==> config.mk <==
export PLATFORM = sky130hd
export DESIGN_NAME = lzwd_parser
export DESIGN_NICKNAME = d
export VERILOG_FILES = /design/src/rtl/lzwd_pkg.sv /design/src/rtl/lzwd_parser.sv
export SDC_FILE = /design/constraint.sdc
export NUM_CORES = 1
export LEC_CHECK = 0
export BUFFER_PORTS_ARGS = -buffer_cell sky130_fd_sc_hd__buf_4
export CAP_MARGIN = 20
export CORE_ASPECT_RATIO = 0.5
export CORE_MARGIN = 5
export CORE_UTILIZATION = 30
export DETAILED_ROUTE_END_ITERATION = 8
export MAX_ROUTING_LAYER = met4
export SYNTH_ARGS = -nofsm -noshare
export SYNTH_HDL_FRONTEND = slang
export SYNTH_SLANG_ARGS = --single-unit
==> constraint.sdc <==
create_clock -name clk -period 12.2 [get_ports clk]
set_input_delay 2.44 -clock clk [delete_from_list [all_inputs] [get_ports clk]]
set_output_delay 2.44 -clock clk [all_outputs]
set_load 0.1 [all_outputs]
==> src/rtl/lzwd_pkg.sv <==
// ----------------------------------------------------------------------------
// lzwd_pkg: shared types and constants of the LZSS window decompressor
// Window geometry, field widths and the command word that the stream parser
// hands to the copy engine.
// ----------------------------------------------------------------------------
package lzwd_pkg;

  // History store depth and address width
  localparam int WINDOW_DEPTH = 8192;
  localparam int ADDR_W       = $clog2(WINDOW_DEPTH);

  // Field widths
  localparam int BYTE_W   = 8;
  localparam int COUNT_W  = 24;  // declared output size
  localparam int BACK_W   = 13;  // match distance + 3, up to 4098
  localparam int LEN_W    = 5;   // match length + 3, up to 18
  localparam int SEEN_W   = 13;  // bytes output since header, saturating

  localparam logic [SEEN_W-1:0] WRITTEN_MAX = {SEEN_W{1'b1}};
  localparam logic [BACK_W-1:0] MATCH_BIAS  = BACK_W'(3);

  // One unit of work for the copy engine
  typedef struct packed {
    logic              valid;
    logic              lit;       // 1: literal, 0: match copy
    logic [BYTE_W-1:0] lit_byte;
    logic [BACK_W-1:0] back;
    logic [LEN_W-1:0]  count;
    logic              err;
    logic              done;      // stream size reached after this word
  } lzwd_cmd_t;

endpackage

==> src/rtl/lzwd_parser.sv <==
// ----------------------------------------------------------------------------
// lzwd_parser: compressed stream parser
// Tracks header, flag bytes and match words, keeps the size count and turns
// each literal and each complete match word into a command for the copy engine.
// ----------------------------------------------------------------------------
module lzwd_parser (
  input  logic                         clk,
  input  logic                         rst_n,
  input  logic                         take,
  input  logic [lzwd_pkg::BYTE_W-1:0]  data,
  output lzwd_pkg::lzwd_cmd_t          cmd
);

  localparam logic [2:0] PH_HDR0  = 3'd0;
  localparam logic [2:0] PH_HDR1  = 3'd1;
  localparam logic [2:0] PH_HDR2  = 3'd2;
  localparam logic [2:0] PH_BODY  = 3'd3;
  localparam logic [2:0] PH_MATCH = 3'd4;

  logic [2:0]                          phase_r, phase_nxt;
  logic [lzwd_pkg::COUNT_W-1:0]        rem_r, rem_nxt;
  logic [7:0]                          flags_r, flags_nxt;
  logic [3:0]                          left_r, left_nxt;
  logic [7:0]                          high_r, high_nxt;
  logic [lzwd_pkg::SEEN_W-1:0]         seen_r, seen_nxt;

  logic [lzwd_pkg::COUNT_W-1:0]        hdr_val;
  logic [lzwd_pkg::LEN_W-1:0]          len;
  logic [lzwd_pkg::BACK_W-1:0]         back;
  logic                                len_cut;
  logic [lzwd_pkg::LEN_W-1:0]          cnt;
  logic [lzwd_pkg::COUNT_W-1:0]        rem_after;
  logic [lzwd_pkg::SEEN_W:0]           seen_sum;
  logic [lzwd_pkg::SEEN_W-1:0]         seen_sat;

  // Decode match word and clip its length to the remaining count
  always_comb begin
    hdr_val   = {rem_r[15:0], data};
    len       = lzwd_pkg::LEN_W'(data[3:0]) + lzwd_pkg::LEN_W'(3);
    back      = lzwd_pkg::BACK_W'({high_r, data[7:4]}) + lzwd_pkg::MATCH_BIAS;
    len_cut   = lzwd_pkg::COUNT_W'(len) > rem_r;
    cnt       = len_cut ? lzwd_pkg::LEN_W'(rem_r) : len;
    seen_sum  = (lzwd_pkg::SEEN_W+1)'(seen_r) + (lzwd_pkg::SEEN_W+1)'(cnt);
    seen_sat  = (seen_sum > (lzwd_pkg::SEEN_W+1)'(lzwd_pkg::WRITTEN_MAX))
                ? lzwd_pkg::WRITTEN_MAX : seen_sum[lzwd_pkg::SEEN_W-1:0];
    rem_after = rem_r - lzwd_pkg::COUNT_W'(cnt);
  end

  // Parse one accepted word
  always_comb begin
    phase_nxt    = phase_r;
    rem_nxt      = rem_r;
    flags_nxt    = flags_r;
    left_nxt     = left_r;
    high_nxt     = high_r;
    seen_nxt     = seen_r;
    cmd          = '0;
    cmd.lit_byte = data;
    cmd.back     = back;
    cmd.count    = cnt;
    if (take) begin
      case (phase_r)
        PH_HDR1: begin
          rem_nxt   = hdr_val;
          phase_nxt = PH_HDR2;
        end
        PH_HDR2: begin
          rem_nxt   = hdr_val;
          flags_nxt = '0;
          left_nxt  = '0;
          seen_nxt  = '0;
          phase_nxt = (hdr_val == '0) ? PH_HDR0 : PH_BODY;
        end
        PH_BODY: begin
          if (left_r == '0) begin
            flags_nxt = data;
            left_nxt  = 4'd8;
          end else if (flags_r[7]) begin
            high_nxt  = data;
            phase_nxt = PH_MATCH;
          end else begin
            cmd.valid = 1'b1;
            cmd.lit   = 1'b1;
            rem_nxt   = rem_r - lzwd_pkg::COUNT_W'(1);
            seen_nxt  = (seen_r == lzwd_pkg::WRITTEN_MAX) ? seen_r
                        : seen_r + lzwd_pkg::SEEN_W'(1);
          end
        end
        PH_MATCH: begin
          cmd.valid = 1'b1;
          cmd.err   = len_cut || (back > lzwd_pkg::BACK_W'(seen_r));
          rem_nxt   = rem_after;
          seen_nxt  = seen_sat;
        end
        default: begin
          rem_nxt   = lzwd_pkg::COUNT_W'(data);
          phase_nxt = PH_HDR1;
        end
      endcase

      // Finish a literal or match: advance flags, close stream at zero
      if (cmd.valid) begin
        cmd.done  = (rem_nxt == '0);
        flags_nxt = {flags_r[6:0], 1'b0};
        left_nxt  = (left_r != '0) ? left_r - 4'd1 : left_r;
        if (cmd.done) begin
          phase_nxt = PH_HDR0;
          left_nxt  = '0;
          flags_nxt = '0;
        end else begin
          phase_nxt = PH_BODY;
        end
      end
    end
  end

  always_ff @(posedge clk) begin
    if (!rst_n) begin
      phase_r <= PH_HDR0;
      rem_r   <= '0;
      flags_r <= '0;
      left_r  <= '0;
      high_r  <= '0;
      seen_r  <= '0;
    end else begin
      phase_r <= phase_nxt;
      rem_r   <= rem_nxt;
      flags_r <= flags_nxt;
      left_r  <= left_nxt;
      high_r  <= high_nxt;
      seen_r  <= seen_nxt;
    end
  end

endmodule

==> metrics.txt <==
Reg2Reg Launch Point=rem_r[6]$_SDFFE_PN0P_; flops & latches, synth=60; Post-Syn Area=between 5000 and 6000 um^2; crit end category=primary output; max_cap viols=0; # resized after CTS=0; count of final setup violators=0; flop-to-flop setup slack=5570 ps; CTS H-tree lvls=3; Worst-Skew Late Latency=340 ps; 1st-pass router iterations=8; FF-to-FF path depth=17; initial drt markers=between 600 and 700; RSZ-0062 raised after global routing=false; Final Power=~660 uW; CP max stage delay=~860 ps; initial antenna violation count=0; vias in the first global route=5601; Final Hold Violating Endpoints=0; pin count of the biggest net entering global routing=39; Multi-input gate area=between 3000 and 4000 um^2; share of cells above drive strength 1=between 10% and 20%; Critical Path Stages=25; # hold bufs at CTS=0; worst setup path class=in -> out; Cell Rows=34; most frequent cells in the layout=nor2_1, a21oi_1, dfxtp_1; total negative slack=0 ps; routed via count=approximately 5.9k; yosys warns=0; Clock Skews=~8.3 ps; commonest non-fill, non-tap cell in the layout=nor2_1; final worst path period need=between 10000 and 15000 ps; CORE AREA=17700 um^2; Detailed Route WL=approximately 19000 um; # port buffers=40; fmax=about 90 MHz; Synth Area per Inst=7.29 um^2; status=finished, final reports clean; clk buf depth=2; sequential area share after synthesis=a little over a fifth; first-pass GRT wire length=approximately 31000 um; root buffer cell=clkbuf_16; Tot GR Track Use=between 15 and 20%; Final Max Slew Viols=0; Max-slew headroom=roughly a third; Die H=about 110 um; WP buf/inv=5; wire per inst=19.4 um; post-synthesis async set-or-reset flop share=0%; EDFF count, synth=0; delay-heaviest family, CP=compound AO/OA/AOI/OAI gates; prevailing post-synth register cell=dfxtp_1; die area=between 20000 and 25000 um^2; die boundary width=around 200 um; Antenna Nets Post-Route=0; P&R area growth vs syn=11.8%; Tcrit/Tclk final=around nine tenths; antenna cell count=0; sequential cell area=between 1000 and 1500 um^2; CTS sink cnt=60; Least-Margin Pin Slew=~1000 ps; Worst Setup Start Kind=input pin; Fillers=1830; num ports=41; worst setup path startpoint=data[0]; reg2reg end=flags_r[7]$_SDFFE_PN0P_; worst hold path class=reg -> reg; CP endpoint=cmd[0]; Post-Syn Nets=about 800; Distinct cells, synth=75; Max IR drop VDD=0.0698 mV; GP Congestion=about 1; post-synthesis instance total=between 700 and 800; Initial Utilization=approximately 31%; DR DRC count=0; Req. time, crit path=between 9000 and 10000 ps; crit path DAT=around 8700 ps; slowest stage cell on the critical path=a2111oi_2; Final #Nets=794; P_leak=between 0.002 and 0.0025 uW; cell area power density=108 nW/um^2; Final HPWL DP=approximately 13000 um; CTS tree=done; GRT overflow=0; postcts setup bufs=0; Critical Path Fanout Max=11; Via density=about 6; CTS buffer count=9; clock-pin slew on the worst setup and hold paths=60 ps
## metrics by stage
stage | instances | utilization (%) | worst slack, ps | instance area [um^2] | hold WS [ps]
finish | 984 | 34.7 | 1050 | 6130 | 479
global route | 984 | 34.7 | 666 | 6130 | 511
CTS | 984 | 34.7 | 1140 | 6130 | 474
detailed placement | 968 | 33.1 | 1130 | 5850 | 465
global placement | 968 | 33.1 | 1410 | 5850 | 457
floorplan | 752 | - | 164 | 5490 | 437
## layout make-up
| cell class | instances | area share [%] |
|---|---|---|
| well taps | 234 | 4.78 |
| clock inverters | 7 | 0.858 |
| clock buffers | 9 | 3.68 |
| repair buffers | 46 | 5.64 |
| inverters | 38 | 2.33 |
| flip-flops and latches | 60 | 19.6 |
| multi-input cells | 590 | 63.1 |
## where the power goes
group / switching (uW) / total [uW] / internal (uW)
registers: 19.2 / 223 / 204
logic: 131 / 193 / 62.1
clock network: 106 / 245 / 138
total: 256 / 661 / 405
## sequential cells by signal (all words and copies together) (netlist names)
register  cells
flags_r       8
high_r        8
left_r        4
phase_r       3
rem_r        24
seen_r       13
## per-layer routing
metal	GRT usage (%)	part of all wire (%)	vias up
met5	-	0	-
met4	6.62	2.4	0
met3	3.44	7.8	45
met2	28.7	45	283
met1	23.3	45	2800
li1	-	-	2768
## tightest hold or removal path, delay by kind of cell, from the launching register on
family           cells  cell delay (ps)
AND/OR/NAND/NOR      1               60
flip-flops           1              320
AO/OA/AOI/OAI        1               50
## Yosys cell counts, drive strengths merged (4+ instances only)
| cell type | n | area share [%] |
|---|---|---|
| nand2 | 39 | 2.7 |
| a221oi | 11 | 2.4 |
| o21ai | 59 | 5.4 |
| o22ai | 7 | 0.80 |
| dfxtp | 60 | 22 |
| and3 | 13 | 1.5 |
| nand4 | 12 | 1.4 |
| o31ai | 4 | 0.64 |
| mux2i | 10 | 1.8 |
| a2bb2oi | 4 | 0.64 |
| a221o | 5 | 0.91 |
| a211o | 5 | 0.80 |
| or3 | 10 | 1.2 |
| nor4 | 17 | 1.9 |
| nor2 | 97 | 6.6 |
| buf | 16 | 2.0 |
| clkbuf | 48 | 3.3 |
| a31oi | 5 | 0.57 |
| a211oi | 11 | 1.5 |
| or4 | 8 | 1.1 |
| nand3 | 17 | 1.6 |
| a22oi | 9 | 1.2 |
| nor2b | 6 | 0.69 |
| inv | 37 | 2.5 |
| nand3b | 4 | 0.55 |
| o211ai | 6 | 0.82 |
| nor3 | 27 | 2.6 |
| a21oi | 67 | 6.2 |
| ha | 36 | 8.2 |
| nand2b | 8 | 0.91 |
| xnor2 | 18 | 2.9 |
| xor2 | 12 | 1.9 |
| a21o | 10 | 1.4 |
## worst min-delay path by stage
stage                                  startpoint                      end  slack (ps)  cells past startpoint
after floorplan            left_r[0]$_SDFFE_PN0P_   left_r[0]$_SDFFE_PN0P_         440                      1
after global routing       left_r[0]$_SDFFE_PN0P_   left_r[0]$_SDFFE_PN0P_         510                      1
final                     flags_r[0]$_SDFFE_PN0P_  flags_r[0]$_SDFFE_PN0P_         480                      2
after global placement     left_r[0]$_SDFFE_PN0P_   left_r[0]$_SDFFE_PN0P_         460                      1
after detailed placement  flags_r[0]$_SDFFE_PN0P_  flags_r[0]$_SDFFE_PN0P_         470                      2
after CTS                 flags_r[0]$_SDFFE_PN0P_  flags_r[0]$_SDFFE_PN0P_         470                      2
## kinds of logic after synthesis
group / after synthesis / share of synthesized area (%)
AO/OA/AOI/OAI: 239 / 29.5
XOR/XNOR: 30 / 4.80
adder cells (fa/ha/maj): 38 / 8.95
buffers and inverters: 102 / 7.90
flip-flops: 60 / 21.9
multiplexers: 12 / 2.24
AND/OR/NAND/NOR: 271 / 24.7
No activity file was read; power rests on OpenSTA's default activity.
